[src/sv/dnv_pkg.sv]
// Package for the dotted name validator: item types, character codes,
// register indexes and reset values. No dependencies.
package dnv_pkg;

  // Default saturation limit of the name length counter
  localparam int unsigned LENGTH_LIMIT_DEF = 255;

  // Widths fixed by the item fields
  localparam int unsigned CHAR_W    = 8;
  localparam int unsigned CFG_IDX_W = 8;
  localparam int unsigned CFG_DAT_W = 8;

  // Character codes
  localparam logic [CHAR_W-1:0] CH_DOT    = 8'h2E;  // '.'
  localparam logic [CHAR_W-1:0] CH_HYPHEN = 8'h2D;  // '-'
  localparam logic [CHAR_W-1:0] CH_LOW_A  = 8'h61;  // 'a'
  localparam logic [CHAR_W-1:0] CH_LOW_Z  = 8'h7A;  // 'z'
  localparam logic [CHAR_W-1:0] CH_DIG_0  = 8'h30;  // '0'
  localparam logic [CHAR_W-1:0] CH_DIG_9  = 8'h39;  // '9'

  // Shortest legal label, also the saturation point of the label counter
  localparam logic [1:0] MIN_LABEL_LEN = 2'd3;

  // Configuration register indexes
  localparam logic [CFG_IDX_W-1:0] REG_MIN_LENGTH = 8'd0;
  localparam logic [CFG_IDX_W-1:0] REG_MAX_LENGTH = 8'd1;

  // Register reset values
  localparam logic [CFG_DAT_W-1:0] MIN_LENGTH_RST = 8'd1;
  localparam logic [CFG_DAT_W-1:0] MAX_LENGTH_RST = 8'd63;

  // One character item
  typedef struct packed {
    logic [CHAR_W-1:0] character;
    logic              last_char;
  } char_item_t;

  // Length window from the configuration registers
  typedef struct packed {
    logic [CFG_DAT_W-1:0] min_length;
    logic [CFG_DAT_W-1:0] max_length;
  } len_cfg_t;

  function automatic logic is_lower(input logic [CHAR_W-1:0] c);
    return (c >= CH_LOW_A) && (c <= CH_LOW_Z);
  endfunction

  function automatic logic is_digit(input logic [CHAR_W-1:0] c);
    return (c >= CH_DIG_0) && (c <= CH_DIG_9);
  endfunction

endpackage

[src/sv/dnv_char_if.sv]
// Character channel: valid/ready handshake carrying one name character.
// Depends on dnv_pkg.
interface dnv_char_if;
  logic                      valid;
  logic                      ready;
  logic [dnv_pkg::CHAR_W-1:0] character;
  logic                      last_char;

  modport source (output valid, output character, output last_char, input ready);
  modport sink   (input valid, input character, input last_char, output ready);
endinterface

[src/sv/dnv_result_if.sv]
// Result channel: valid/ready handshake carrying the name valid bit.
// No dependencies.
interface dnv_result_if;
  logic valid;
  logic ready;
  logic name_valid;

  modport source (output valid, output name_valid, input ready);
  modport sink   (input valid, input name_valid, output ready);
endinterface

[src/sv/dnv_cfg_if.sv]
// Configuration write channel: valid/ready with register index and data.
// Depends on dnv_pkg.
interface dnv_cfg_if;
  logic                         valid;
  logic                         ready;
  logic [dnv_pkg::CFG_IDX_W-1:0] index;
  logic [dnv_pkg::CFG_DAT_W-1:0] data;

  modport source (output valid, output index, output data, input ready);
  modport sink   (input valid, input index, input data, output ready);
endinterface

[src/sv/dnv_in_stage.sv]
// Input register for character items; loads whenever empty or drained.
// Depends on dnv_pkg.
module dnv_in_stage (
  input  logic                clk,
  input  logic                rst,
  input  logic                src_valid,
  input  dnv_pkg::char_item_t src_item,
  output logic                src_ready,
  output logic                q_valid,
  output dnv_pkg::char_item_t q_item,
  input  logic                q_take
);

  // Free when empty or when the held item moves on this cycle
  assign src_ready = !rst && (!q_valid || q_take);

  always_ff @(posedge clk) begin
    if (rst) begin
      q_valid <= 1'b0;
    end else if (src_ready) begin
      q_valid <= src_valid;
    end
  end

  // Payload, no reset
  always_ff @(posedge clk) begin
    if (src_ready && src_valid) begin
      q_item <= src_item;
    end
  end

endmodule

[src/sv/dnv_core.sv]
// Per-name checking state, label rules and the result register.
// Depends on dnv_pkg.
module dnv_core #(
  parameter int unsigned LENGTH_LIMIT = dnv_pkg::LENGTH_LIMIT_DEF
) (
  input  logic                clk,
  input  logic                rst,
  input  logic                q_valid,
  input  dnv_pkg::char_item_t q_item,
  output logic                q_take,
  input  dnv_pkg::len_cfg_t   len_cfg,
  output logic                res_valid,
  output logic                name_valid,
  input  logic                res_ready
);

  // Counter holds up to LENGTH_LIMIT+1
  localparam int unsigned CNT_W = $clog2(LENGTH_LIMIT + 2);
  localparam int unsigned CMP_W = (CNT_W > dnv_pkg::CFG_DAT_W) ? CNT_W : dnv_pkg::CFG_DAT_W;
  localparam logic [CNT_W-1:0] LIMIT = CNT_W'(LENGTH_LIMIT);

  logic [CNT_W-1:0] total_count, total_count_next;
  logic [1:0]       label_count, label_count_next;
  logic             prev_was_hyphen, prev_was_hyphen_next;
  logic             failed, failed_next;
  logic             label_ok;
  logic             ok;
  logic [CMP_W-1:0] total_ext;
  logic [CMP_W-1:0] min_ext;
  logic [CMP_W-1:0] max_ext;
  logic [dnv_pkg::CHAR_W-1:0] c;

  assign c = q_item.character;

  // Item moves on unless a final character finds the result register full
  assign q_take = q_valid && (!q_item.last_char || !res_valid || res_ready);

  assign label_ok = (label_count >= dnv_pkg::MIN_LABEL_LEN) && !prev_was_hyphen;

  // Next state for one character
  always_comb begin
    total_count_next     = (total_count <= LIMIT) ? total_count + 1'b1 : total_count;
    label_count_next     = label_count;
    prev_was_hyphen_next = prev_was_hyphen;
    failed_next          = failed;
    if (c == dnv_pkg::CH_DOT) begin
      if (!label_ok) failed_next = 1'b1;
      label_count_next     = 2'd0;
      prev_was_hyphen_next = 1'b0;
    end else begin
      if (label_count == 2'd0) begin
        if (!dnv_pkg::is_lower(c)) failed_next = 1'b1;
      end else if (!dnv_pkg::is_lower(c) && !dnv_pkg::is_digit(c) &&
                   c != dnv_pkg::CH_HYPHEN) begin
        failed_next = 1'b1;
      end
      if (label_count < dnv_pkg::MIN_LABEL_LEN) label_count_next = label_count + 1'b1;
      prev_was_hyphen_next = (c == dnv_pkg::CH_HYPHEN);
    end
  end

  // Whole-name verdict on the final character
  assign total_ext = CMP_W'(total_count_next);
  assign min_ext   = CMP_W'(len_cfg.min_length);
  assign max_ext   = CMP_W'(len_cfg.max_length);
  assign ok = !failed_next
           && (label_count_next >= dnv_pkg::MIN_LABEL_LEN) && !prev_was_hyphen_next
           && (total_count_next <= LIMIT)
           && (total_ext >= min_ext)
           && (total_ext <= max_ext);

  // Name state, cleared after each final character
  always_ff @(posedge clk) begin
    if (rst) begin
      total_count     <= '0;
      label_count     <= 2'd0;
      prev_was_hyphen <= 1'b0;
      failed          <= 1'b0;
    end else if (q_take) begin
      if (q_item.last_char) begin
        total_count     <= '0;
        label_count     <= 2'd0;
        prev_was_hyphen <= 1'b0;
        failed          <= 1'b0;
      end else begin
        total_count     <= total_count_next;
        label_count     <= label_count_next;
        prev_was_hyphen <= prev_was_hyphen_next;
        failed          <= failed_next;
      end
    end
  end

  // Result register
  always_ff @(posedge clk) begin
    if (rst) begin
      res_valid <= 1'b0;
    end else if (q_take && q_item.last_char) begin
      res_valid <= 1'b1;
    end else if (res_ready) begin
      res_valid <= 1'b0;
    end
  end

  always_ff @(posedge clk) begin
    if (q_take && q_item.last_char) begin
      name_valid <= ok;
    end
  end

endmodule

[src/sv/dotted_name_validator_top.sv]
// Dotted name validator: one character item per cycle, one result per name.
// A final character goes through the input register and then the result register.
// Throughput: 1 character per cycle; the input register and result register
// stall only while a result waits and a further final character is pending.
// Reset (rst, synchronous): clears all name state and results, restores
// min_length to 1 and max_length to 63. Depends on dnv_pkg and the channel interfaces.
module dotted_name_validator_top #(
  parameter int unsigned LENGTH_LIMIT = dnv_pkg::LENGTH_LIMIT_DEF
) (
  input  logic            clk,
  input  logic            rst,
  dnv_char_if.sink        char_in,
  dnv_result_if.source    result_out,
  dnv_cfg_if.sink         cfg
);

  dnv_pkg::char_item_t src_item;
  dnv_pkg::char_item_t q_item;
  dnv_pkg::len_cfg_t   len_cfg;
  logic                q_valid;
  logic                q_take;

  assign src_item.character = char_in.character;
  assign src_item.last_char = char_in.last_char;

  // Configuration registers, always ready; unknown indexes dropped
  assign cfg.ready = 1'b1;

  always_ff @(posedge clk) begin
    if (rst) begin
      len_cfg.min_length <= dnv_pkg::MIN_LENGTH_RST;
      len_cfg.max_length <= dnv_pkg::MAX_LENGTH_RST;
    end else if (cfg.valid) begin
      if (cfg.index == dnv_pkg::REG_MIN_LENGTH) len_cfg.min_length <= cfg.data;
      if (cfg.index == dnv_pkg::REG_MAX_LENGTH) len_cfg.max_length <= cfg.data;
    end
  end

  dnv_in_stage u_in_stage (
    .clk       (clk),
    .rst       (rst),
    .src_valid (char_in.valid),
    .src_item  (src_item),
    .src_ready (char_in.ready),
    .q_valid   (q_valid),
    .q_item    (q_item),
    .q_take    (q_take)
  );

  dnv_core #(
    .LENGTH_LIMIT (LENGTH_LIMIT)
  ) u_core (
    .clk        (clk),
    .rst        (rst),
    .q_valid    (q_valid),
    .q_item     (q_item),
    .q_take     (q_take),
    .len_cfg    (len_cfg),
    .res_valid  (result_out.valid),
    .name_valid (result_out.name_valid),
    .res_ready  (result_out.ready)
  );

endmodule

[src/flat_wrapper.sv]
// flat-port wrapper written by rule: the top's interface ports become plain ports
module dotted_name_validator_top_flat 
#(
  parameter int unsigned LENGTH_LIMIT = dnv_pkg::LENGTH_LIMIT_DEF
)
  (clk, rst, char_in_valid, char_in_character, char_in_last_char, char_in_ready, result_out_valid, result_out_name_valid, result_out_ready, cfg_valid, cfg_index, cfg_data, cfg_ready);
  dnv_char_if char_in_i ();
  dnv_result_if result_out_i ();
  dnv_cfg_if cfg_i ();
  input  logic clk;
  input  logic rst;
  input wire logic [$bits(char_in_i.valid)-1:0] char_in_valid;
  input wire logic [$bits(char_in_i.character)-1:0] char_in_character;
  input wire logic [$bits(char_in_i.last_char)-1:0] char_in_last_char;
  output wire logic [$bits(char_in_i.ready)-1:0] char_in_ready;
  output wire logic [$bits(result_out_i.valid)-1:0] result_out_valid;
  output wire logic [$bits(result_out_i.name_valid)-1:0] result_out_name_valid;
  input wire logic [$bits(result_out_i.ready)-1:0] result_out_ready;
  input wire logic [$bits(cfg_i.valid)-1:0] cfg_valid;
  input wire logic [$bits(cfg_i.index)-1:0] cfg_index;
  input wire logic [$bits(cfg_i.data)-1:0] cfg_data;
  output wire logic [$bits(cfg_i.ready)-1:0] cfg_ready;
  assign char_in_i.valid = char_in_valid;
  assign char_in_i.character = char_in_character;
  assign char_in_i.last_char = char_in_last_char;
  assign char_in_ready = char_in_i.ready;
  assign result_out_valid = result_out_i.valid;
  assign result_out_name_valid = result_out_i.name_valid;
  assign result_out_i.ready = result_out_ready;
  assign cfg_i.valid = cfg_valid;
  assign cfg_i.index = cfg_index;
  assign cfg_i.data = cfg_data;
  assign cfg_ready = cfg_i.ready;
  dotted_name_validator_top #(.LENGTH_LIMIT(LENGTH_LIMIT)) u_core (.clk(clk), .rst(rst), .char_in(char_in_i), .result_out(result_out_i), .cfg(cfg_i));
endmodule
[config.mk]
export PLATFORM = sky130hd
export DESIGN_NAME = dotted_name_validator_top_flat
export DESIGN_NICKNAME = d
export VERILOG_FILES = /design/src/sv/dnv_pkg.sv /design/src/sv/dnv_char_if.sv /design/src/sv/dnv_result_if.sv /design/src/sv/dnv_cfg_if.sv /design/src/sv/dnv_in_stage.sv /design/src/sv/dnv_core.sv /design/src/sv/dotted_name_validator_top.sv /design/src/flat_wrapper.sv
export SDC_FILE = /design/constraint.sdc
export NUM_CORES = 1
export LEC_CHECK = 0
export CAP_MARGIN = 20
export CORE_AREA = 2 2 88 90
export CTS_CLUSTER_SIZE = 14
export DETAILED_ROUTE_END_ITERATION = 10
export DIE_AREA = 0 0 90 92
export DONT_BUFFER_PORTS = 1
export PLACE_DENSITY = 0.48
export REMOVE_ABC_BUFFERS = 1
export SYNTH_ARGS = -nofsm -noshare
export SYNTH_HDL_FRONTEND = slang
export SYNTH_HIERARCHICAL = 1
export SYNTH_SLANG_ARGS = --single-unit
[constraint.sdc]
create_clock -name clk -period 4.61 [get_ports clk]
set_input_delay 0.922 -clock clk [delete_from_list [all_inputs] [get_ports clk]]
set_output_delay 0.922 -clock clk [all_outputs]
set_load 0.01 [all_outputs]
Word-level counts from Yosys, hierarchy flattened
Cells that the tools add are included.
Word-level totals
  word-level logic and storage cells: 74
  register bits: 41
  input port bits: 30
Operators by class
  equal/unequal tests: 4
  order comparisons: 11
  multiplexer cells: 15
  add/subtract/negate cells: 2
  reductions and logical operators: 31
Operator list (count)
  $le A9 B8 Y1 const B: 2
  $mux W9: 2
  $eq A8 B6 Y1 const B: 2
  $logic_and A1 B1 Y1: 14
  $mux W1: 10
  $add A9 B1 Y9 const B: 1
  $ge A9 B8 Y1: 1
  $le A9 B8 Y1: 1
  $logic_not A1 Y1: 9
  $eq A8 B1 Y1 const B: 1
  $ge A8 B6 Y1 const B: 1
  $ge A8 B7 Y1 const B: 1
  $le A8 B6 Y1 const B: 1
  $le A8 B7 Y1 const B: 1
  $logic_not A8 Y1: 1
  $ne A8 B6 Y1 const B: 1
  $mux W2: 3
  $ge A2 B2 Y1 const B: 2
  $reduce_and A2 Y1: 2
  $logic_or A1 B1 Y1: 3
  $add A2 B1 Y2 const B: 1
  $logic_not A2 Y1: 1
  $lt A2 B2 Y1 const B: 1
  $reduce_bool A2 Y1: 1

Depth between registers and ports, before layout
Gate-level depths: netlist (run 1).
  depth in word-level cells: 14
  mapped depth: 10

By module
The synthesis (run 1) kept the hierarchy.
Modules (own cells, without submodules)
  dnv_core: area each 1378.8 um^2, instances 1, cells an instance 164
  dotted_name_validator_top: area each 764.5 um^2, instances 1, cells an instance 75
  dnv_in_stage: area each 330.3 um^2, instances 1, cells an instance 14

Least setup slack after synthesis (run 1)
OpenSTA, ideal clock, no wires.
  path type: register to register
  from: register u_core.u_core.total_count[0]
  to: register u_core.u_core.name_valid (data pin)
  data required time: 4452 ps
  stages on the path, launching flop included: 10
  arrival time: 2430 ps
  path slack: 2022 ps
  path buffers: 0
  setup time: 158 ps
  cells stage by stage: dfxtp_1 ha_1 bufinv_8 a2111oi_2 xor2_1 ha_1 a211oi_1 and3_1 o211ai_1 a211oi_2
Between the ends
  word-level cells in the longest chain between the ends: 6
  elaborated cells between the ends (all ways): 9
  classes of those cells: add/sub (1); order compare (4); mux (1); reduce/logical (3)
RTL lines
  start: declaration: RTL line dnv_core.sv:22  | logic [CNT_W-1:0] total_count, total_count_next;
  start signal: assignment: RTL line dnv_core.sv:86  | total_count <= total_count_next;
  $add A9 B1 Y9 or $le A9 B8 Y1 (tied branches): RTL line dnv_core.sv:42  | total_count_next = (total_count <= LIMIT) ? total_count + 1'b1 : total_count;
  $mux W9 (*): RTL line dnv_core.sv:42
  $le A9 B8 Y1: RTL line dnv_core.sv:68  | && (total_count_next <= LIMIT)
  $logic_and A1 B1 Y1: RTL line dnv_core.sv:68
  $logic_and A1 B1 Y1: RTL line dnv_core.sv:69  | && (total_ext >= min_ext)
  $logic_and A1 B1 Y1 (*): RTL line dnv_core.sv:70  | && (total_ext <= max_ext);
  named net u_core.u_core.ok: RTL line dnv_core.sv:27  | logic ok;
  end signal: assignment: RTL line dnv_core.sv:107  | name_valid <= ok;
  end: declaration: RTL line dnv_core.sv:13  | output logic name_valid,
Mark *: on every way through the listed nets, which the timed path passes. The rest lies on a longest branch.
A chain may end at the register's enable or synchronous reset.

Worst setup path in the final report (run 1)
Same ends and word-level chain as after synthesis.

==> flow_metrics.env, run 1 <==
export IMPL_whs_ns=0.468
export IMPL_ys_top_cells_by_area="dfxtp_1 25%, edfxtp_1 12%, ha_1 8.6%, mux2i_1 4.5%, a21oi_1 3.8%"
export IMPL_cts_tree="done"
export IMPL_post_cts_resized=0
export IMPL_nFillCells=818
export IMPL_holdPathStages=2
export IMPL_regToRegStartpoint="u_core/u_core/total_count[0]$_SDFFE_PP0P_"
export IMPL_root_buffer="clkbuf_8"
export IMPL_fin_skew_ns=0.00910
export IMPL_insertedDiodeCount=0
export IMPL_htreeDepth=2
export IMPL_path_max_fanout=6
export IMPL_synth_top_area_cell="dfxtp_1"
export IMPL_fin_ws_ns=1.68
export IMPL_layout_drive_gt1_share_pct=12.0
export IMPL_cap_viol_max_count=0
export IMPL_syn_avg_cell_area_sq_um=9.78
export IMPL_start_kind="flop"
export IMPL_rows=32
export IMPL_detail_route_vias_per_cell=4.93
export IMPL_synth_common_cells="31 x dfxtp_1, 25 x nor2_1, 19 x a21oi_1, 18 x inv_1, 17 x ha_1"
export IMPL_drc=0
export IMPL_place_ws_ns=1.70
export IMPL_total_power_w=0.000653
export IMPL_path_clk_slew_ns=0.09
export IMPL_ys_seq_area_share_pct=37.2
export IMPL_hp_class="flop to flop"
export IMPL_die_area_sq_um=8280
export IMPL_r2r_cells=9
export IMPL_grt_ovfl_total=0
export IMPL_postSynthCellCount=253
export IMPL_synth_top_area_share_pct=25.1
export IMPL_detail_route_wl_per_cell_um=13.9
export IMPL_synthFlopType="dfxtp_1"
export IMPL_area_growth_pct=5.06
export IMPL_finalCritPeriodShare_pct=63.5
export IMPL_cts_setup_buffers=0
export IMPL_grt_setup_unrepaired="false"
export IMPL_max_freq_ghz=0.342
export IMPL_seqCellArea_sq_um=921
export IMPL_io_buffers=0
export IMPL_drt_iter0_markers=68
export IMPL_ys_async_sr_fraction_pct=0
export IMPL_finalCriticalPeriod_ns=2.93
export IMPL_critPathRequiredTime_ns=4.75
export IMPL_antenna_left=0
export IMPL_drv_slew=0
export IMPL_syn_area_sq_um=2470
export IMPL_chipHeight_um=92
export IMPL_drt_first_pass_iters=4
export IMPL_cp_arrival_ns=3.07
export IMPL_status="finished clean"
export IMPL_leakage_nw=0.915
export IMPL_ys_ff_latch=41
export IMPL_grtUsageTotal_pct=12.6
export IMPL_synth_cell_types=59
export IMPL_multi_input_area_sq_um=1370
export IMPL_num_vias=1742
export IMPL_gp_congestion=0.732
export IMPL_setup_violations=0
export IMPL_antenna_found_initial=0
export IMPL_timing_final_hold_violations=0
export IMPL_worstHoldStart="u_core/len_cfg[10]$_SDFFE_PP0P_"
export IMPL_start_util_pct=33.2
export IMPL_clock_sinks=41
export IMPL_core_area_sq_um=7450
export IMPL_die_w_um=90
export IMPL_startpoint="u_core/u_core/total_count[0]$_SDFFE_PP0P_"
export IMPL_dp_final_hpwl_mm=3.66
export IMPL_yosysMostFrequentCell="dfxtp_1"
export IMPL_nNetsFinal=297
export IMPL_synth_edf_count=10
export IMPL_num_io_pins=34
export IMPL_postLayoutCoreUtil_pct=34.9
export IMPL_synth_warning_count=6
export IMPL_ir_drop_mv=0.123
export IMPL_tns_ns=0
export IMPL_grt_pass1_vias=1781
export IMPL_critPathCaptureType="flop"
export IMPL_slew_limit_headroom_pct=52.7
export IMPL_tightest_slew_ns=0.706
export IMPL_power_density_nw_per_um2=251
export IMPL_grt_pass1_wl_mm=8.41
export IMPL_grt_max_degree=43
export IMPL_clkLatencyLatePin_ns=0.30
export IMPL_hold_buffers=0
export IMPL_clockBufferDepth=2
export IMPL_critPathKind="flop to flop"
export IMPL_cts_buffers=5
export IMPL_drt_wl_total_mm=4.90
==> registers in the layout (all words and copies together), names as in the netlist <==
register and count:
u_core/len_cfg 16, u_core/u_core/total_count 9, u_core/u_in_stage/q_item 9, u_core/u_core/label_count 2, u_core/u_core/failed 1, u_core/u_core/name_valid 1
u_core/u_core/prev_was_hyphen 1, u_core/u_core/res_valid 1, u_core/u_in_stage/q_valid 1
==> layout by cell type (no fill, tap or decap), drive strengths merged, types with 4 or more instances in the layout <==
cell    synthesis  final
edfxtp         10     10
nand4b          7      7
clkbuf          4      5
inv            18     18
a211oi          4      4
a21oi          19     19
and3            4      4
nor2           25     25
nor2b           6      6
ha             17     17
or2b            4      4
o21ai          11     11
o31ai           5      5
mux2i          11     11
dfxtp          31     31
nand2b          7      7
nand4           4      4
nand2           7      7
==> metrics by stage <==
step | std cells | cell area (sq um)
6_report | 353 | 2600
5_1_grt | 353 | 2600
4_1_cts | 353 | 2600
3_5_place_dp | 345 | 2510
3_3_place_gp | 345 | 2510
2_1_floorplan | 242 | 2380
==> area by class of cell <==
type,count,share of cell area [%]
Clock buffer,5,2.65
Tap cell,102,4.91
Multi-Input combinational cell,182,52.8
Sequential cell,41,35.4
Clock inverter,3,0.674
Inverter,19,3.27
Timing Repair Buffer,1,0.289
==> metal layers <==
metal | wire, um | global-route usage [%]
met1 | 2470 | 16.4
met5 | 0 | 0
met2 | 2260 | 20.7
met3 | 109 | 2.63
met4 | 65 | 4.49
==> report_power, final <==
part	leakage [nW]	internal (W)	switching (W)
Clock	0.0439	0.000105	0.000131
Sequential	0.344	0.000375	0.00000583
Combinational	0.527	0.0000160	0.0000204
Total	0.915	0.000496	0.000157
==> worst max-delay path, cell delays in order, from the launching register on <==
cell	delay (ns)
dfxtp_1	0.41
ha_1	0.24
bufinv_8	0.21
a2111oi_2	0.47
xor2_1	0.30
ha_1	0.31
a211oi_1	0.29
and3_1	0.20
o211ai_1	0.12
a211oi_2	0.22
==> path summary, 6_finish.rpt <==
path,slack (ns),end
setup / recovery,1.68,u_core/u_core/name_valid$_DFFE_PP_
hold reg to reg,0.47,u_core/len_cfg[10]$_SDFFE_PP0P_
setup reg to reg,1.68,u_core/u_core/name_valid$_DFFE_PP_
hold / removal,0.47,u_core/len_cfg[10]$_SDFFE_PP0P_
==> cells by family (layout without fill, tap and decap cells) <==
group	count (synthesis)	in the layout	share of synthesized area (%)
flops	41	41	37.2
xor+xnor	6	6	2.12
buf+inv	30	28	7.33
simple gates	88	88	23.3
other cells	1	1	0.152
fa+ha+maj	17	17	8.60
compound gates	57	57	15.9
mux	13	13	5.36
(Power assumes the default switching activity.)
==> run 2: changes to the inputs <==
- clock period: 4.61 -> 3.03 ns (I/O delays scaled with it)
==> run 2 against run 1 <==
Compared with the run above:
- sequential cell count is the same
- routed wire length grew 0.12%
- fmax rose by 4.7%
- die area stayed put
- clock skew about the same
- clock-buffer cell count grew 2
- largest cell class unchanged
- cell area increased by 0.29%
==> flow_metrics.env, run 2 (same netlist as run 1, synthesis figures left out) <==
export IMPL_start_util_pct=33.2
export IMPL_dp_final_hpwl_mm=3.66
export IMPL_rows=32
export IMPL_final_cells=353
export IMPL_path_max_fanout=6
export IMPL_clockBufferDepth=2
export IMPL_max_freq_ghz=0.358
export IMPL_clkLatencyLatePin_ns=0.29
export IMPL_grt_max_degree=43
export IMPL_antenna_found_initial=0
export IMPL_hp_class="input port to flop"
export IMPL_num_io_pins=34
export IMPL_fin_skew_ns=0.00890
export IMPL_root_buffer="clkbuf_8"
export IMPL_io_buffers=0
export IMPL_setup_violations=0
export IMPL_path_clk_slew_ns=0.08
export IMPL_cp_arrival_ns=2.93
export IMPL_drt_wl_total_mm=4.90
export IMPL_nNetsFinal=297
export IMPL_area_growth_pct=5.36
export IMPL_antenna_left=0
export IMPL_grt_pass1_vias=1699
export IMPL_largestRegisters="u_core/len_cfg (16), u_core/u_core/total_count (9), u_core/u_in_stage/q_item (9)"
export IMPL_grtUsageTotal_pct=12.2
export IMPL_critPathRequiredTime_ns=3.17
export IMPL_num_vias=1779
export IMPL_die_area_sq_um=8280
export IMPL_die_w_um=90
export IMPL_layout_drive_gt1_share_pct=11.2
export IMPL_largest_register_ffs=16
export IMPL_cts_tree="done"
export IMPL_fin_ws_ns=0.236
export IMPL_finalCritPeriodShare_pct=92.2
export IMPL_slew_limit_headroom_pct=54.6
export IMPL_detail_route_vias_per_cell=5.04
export IMPL_timing_final_hold_violations=0
export IMPL_clock_sinks=41
export IMPL_htreeDepth=2
export IMPL_place_ws_ns=0.176
export IMPL_drv_slew=0
export IMPL_grt_pass1_wl_mm=8.21
export IMPL_power_density_nw_per_um2=377
export IMPL_cap_viol_max_count=0
export IMPL_tns_ns=0
export IMPL_gp_congestion=0.776
export IMPL_grt_setup_unrepaired="false"
export IMPL_cts_setup_buffers=0
export IMPL_status="finished clean"
export IMPL_chipHeight_um=92
export IMPL_leakage_nw=0.913
export IMPL_layout_cells_most_common="dfxtp_1"
export IMPL_layout_common_cells="31 x dfxtp_1, 25 x nor2_1, 19 x a21oi_1"
export IMPL_ir_drop_mv=0.185
export IMPL_hold_buffers=0
export IMPL_tightest_slew_ns=0.678
export IMPL_top_register="u_core/len_cfg"
export IMPL_drt_iter0_markers=60
export IMPL_grt_ovfl_total=0
export IMPL_nFillCells=808
export IMPL_critPathKind="flop to flop"
export IMPL_drt_first_pass_iters=4
export IMPL_cts_buffers=5
export IMPL_start_kind="flop"
export IMPL_drc=0
export IMPL_dp_cells=345
export IMPL_detail_route_wl_per_cell_um=13.9
export IMPL_core_area_sq_um=7450
export IMPL_finalCriticalPeriod_ns=2.79
export IMPL_insertedDiodeCount=0
export IMPL_critPathCaptureType="flop"
[run 2: cell count changes in the layout (fill, tap and decap cells not counted)]
cell        delta
clkinv_2       -1
clkbuf_1       +2
clkinvlp_4     -1
a2111oi_2      -1
a2111oi_4      +1
[run 2: critical path, cell delays in order (launching register included)]
cell and delay (ns):
dfxtp_1 0.41, ha_1 0.24, bufinv_8 0.21, a2111oi_4 0.39, xor2_1 0.27, ha_1 0.31, a211oi_1 0.30, and3_1 0.20
o211ai_1 0.10, a211oi_2 0.20
[run 2: routing by layer]
metal	share of wire (%)	global-route usage [%]	vias up	wire (um)
met4	1.4	3.85	0	67
met1	49	16.6	833	2420
met2	46	19.4	28	2250
met5	0	0	-	0
li1	-	-	912	-
met3	3.5	2.88	6	171
[run 2: area by class of cell]
cell class | instances | area, sq um | share of cell area (%)
Clock inverter | 1 | 5.00 | 0.192
Tap cell | 102 | 128 | 4.90
Multi-Input combinational cell | 182 | 1380 | 53.1
Clock buffer | 7 | 76.3 | 2.93
Inverter | 19 | 85.1 | 3.26
Timing Repair Buffer | 1 | 7.51 | 0.288
Sequential cell | 41 | 921 | 35.3
[run 2: what timing repair did]
action,in CTS,in global routing
endpoints found under the hold margin,0,0
gates resized for setup,0,1
endpoints found under the setup margin,0,1
[run 2: per-stage QoR]
stage	power (W)	utilization, %	instance area (sq um)	hold WS [ns]
floorplan	0.000634	-	2380	0.442
global placement	0.000648	33.7	2510	0.455
detailed placement	0.000648	33.7	2510	0.461
CTS	0.00100	34.8	2590	0.365
global route	0.00103	35.0	2610	0.358
finish	0.000982	35.0	2610	0.379
[run 2: path summary, 6_finish.rpt]
path,from,endpoint,slack [ns],cells after the start
max,u_core/u_core/total_count[0]$_SDFFE_PP0P_,u_core/u_core/name_valid$_DFFE_PP_,0.24,9
min,rst,u_core/len_cfg[12]$_SDFFE_PP0P_,0.38,1
max reg2reg,u_core/u_core/total_count[0]$_SDFFE_PP0P_,u_core/u_core/name_valid$_DFFE_PP_,0.24,9
min reg2reg,u_core/len_cfg[10]$_SDFFE_PP0P_,u_core/len_cfg[10]$_SDFFE_PP0P_,0.47,2
[run 2: power by group]
group / internal (W) / switching (W) / leakage, nW
Clock: 0.000162 / 0.000185 / 0.0422
Combinational: 0.0000243 / 0.0000309 / 0.527
Sequential: 0.000571 / 0.00000902 / 0.344
Total: 0.000757 / 0.000225 / 0.913
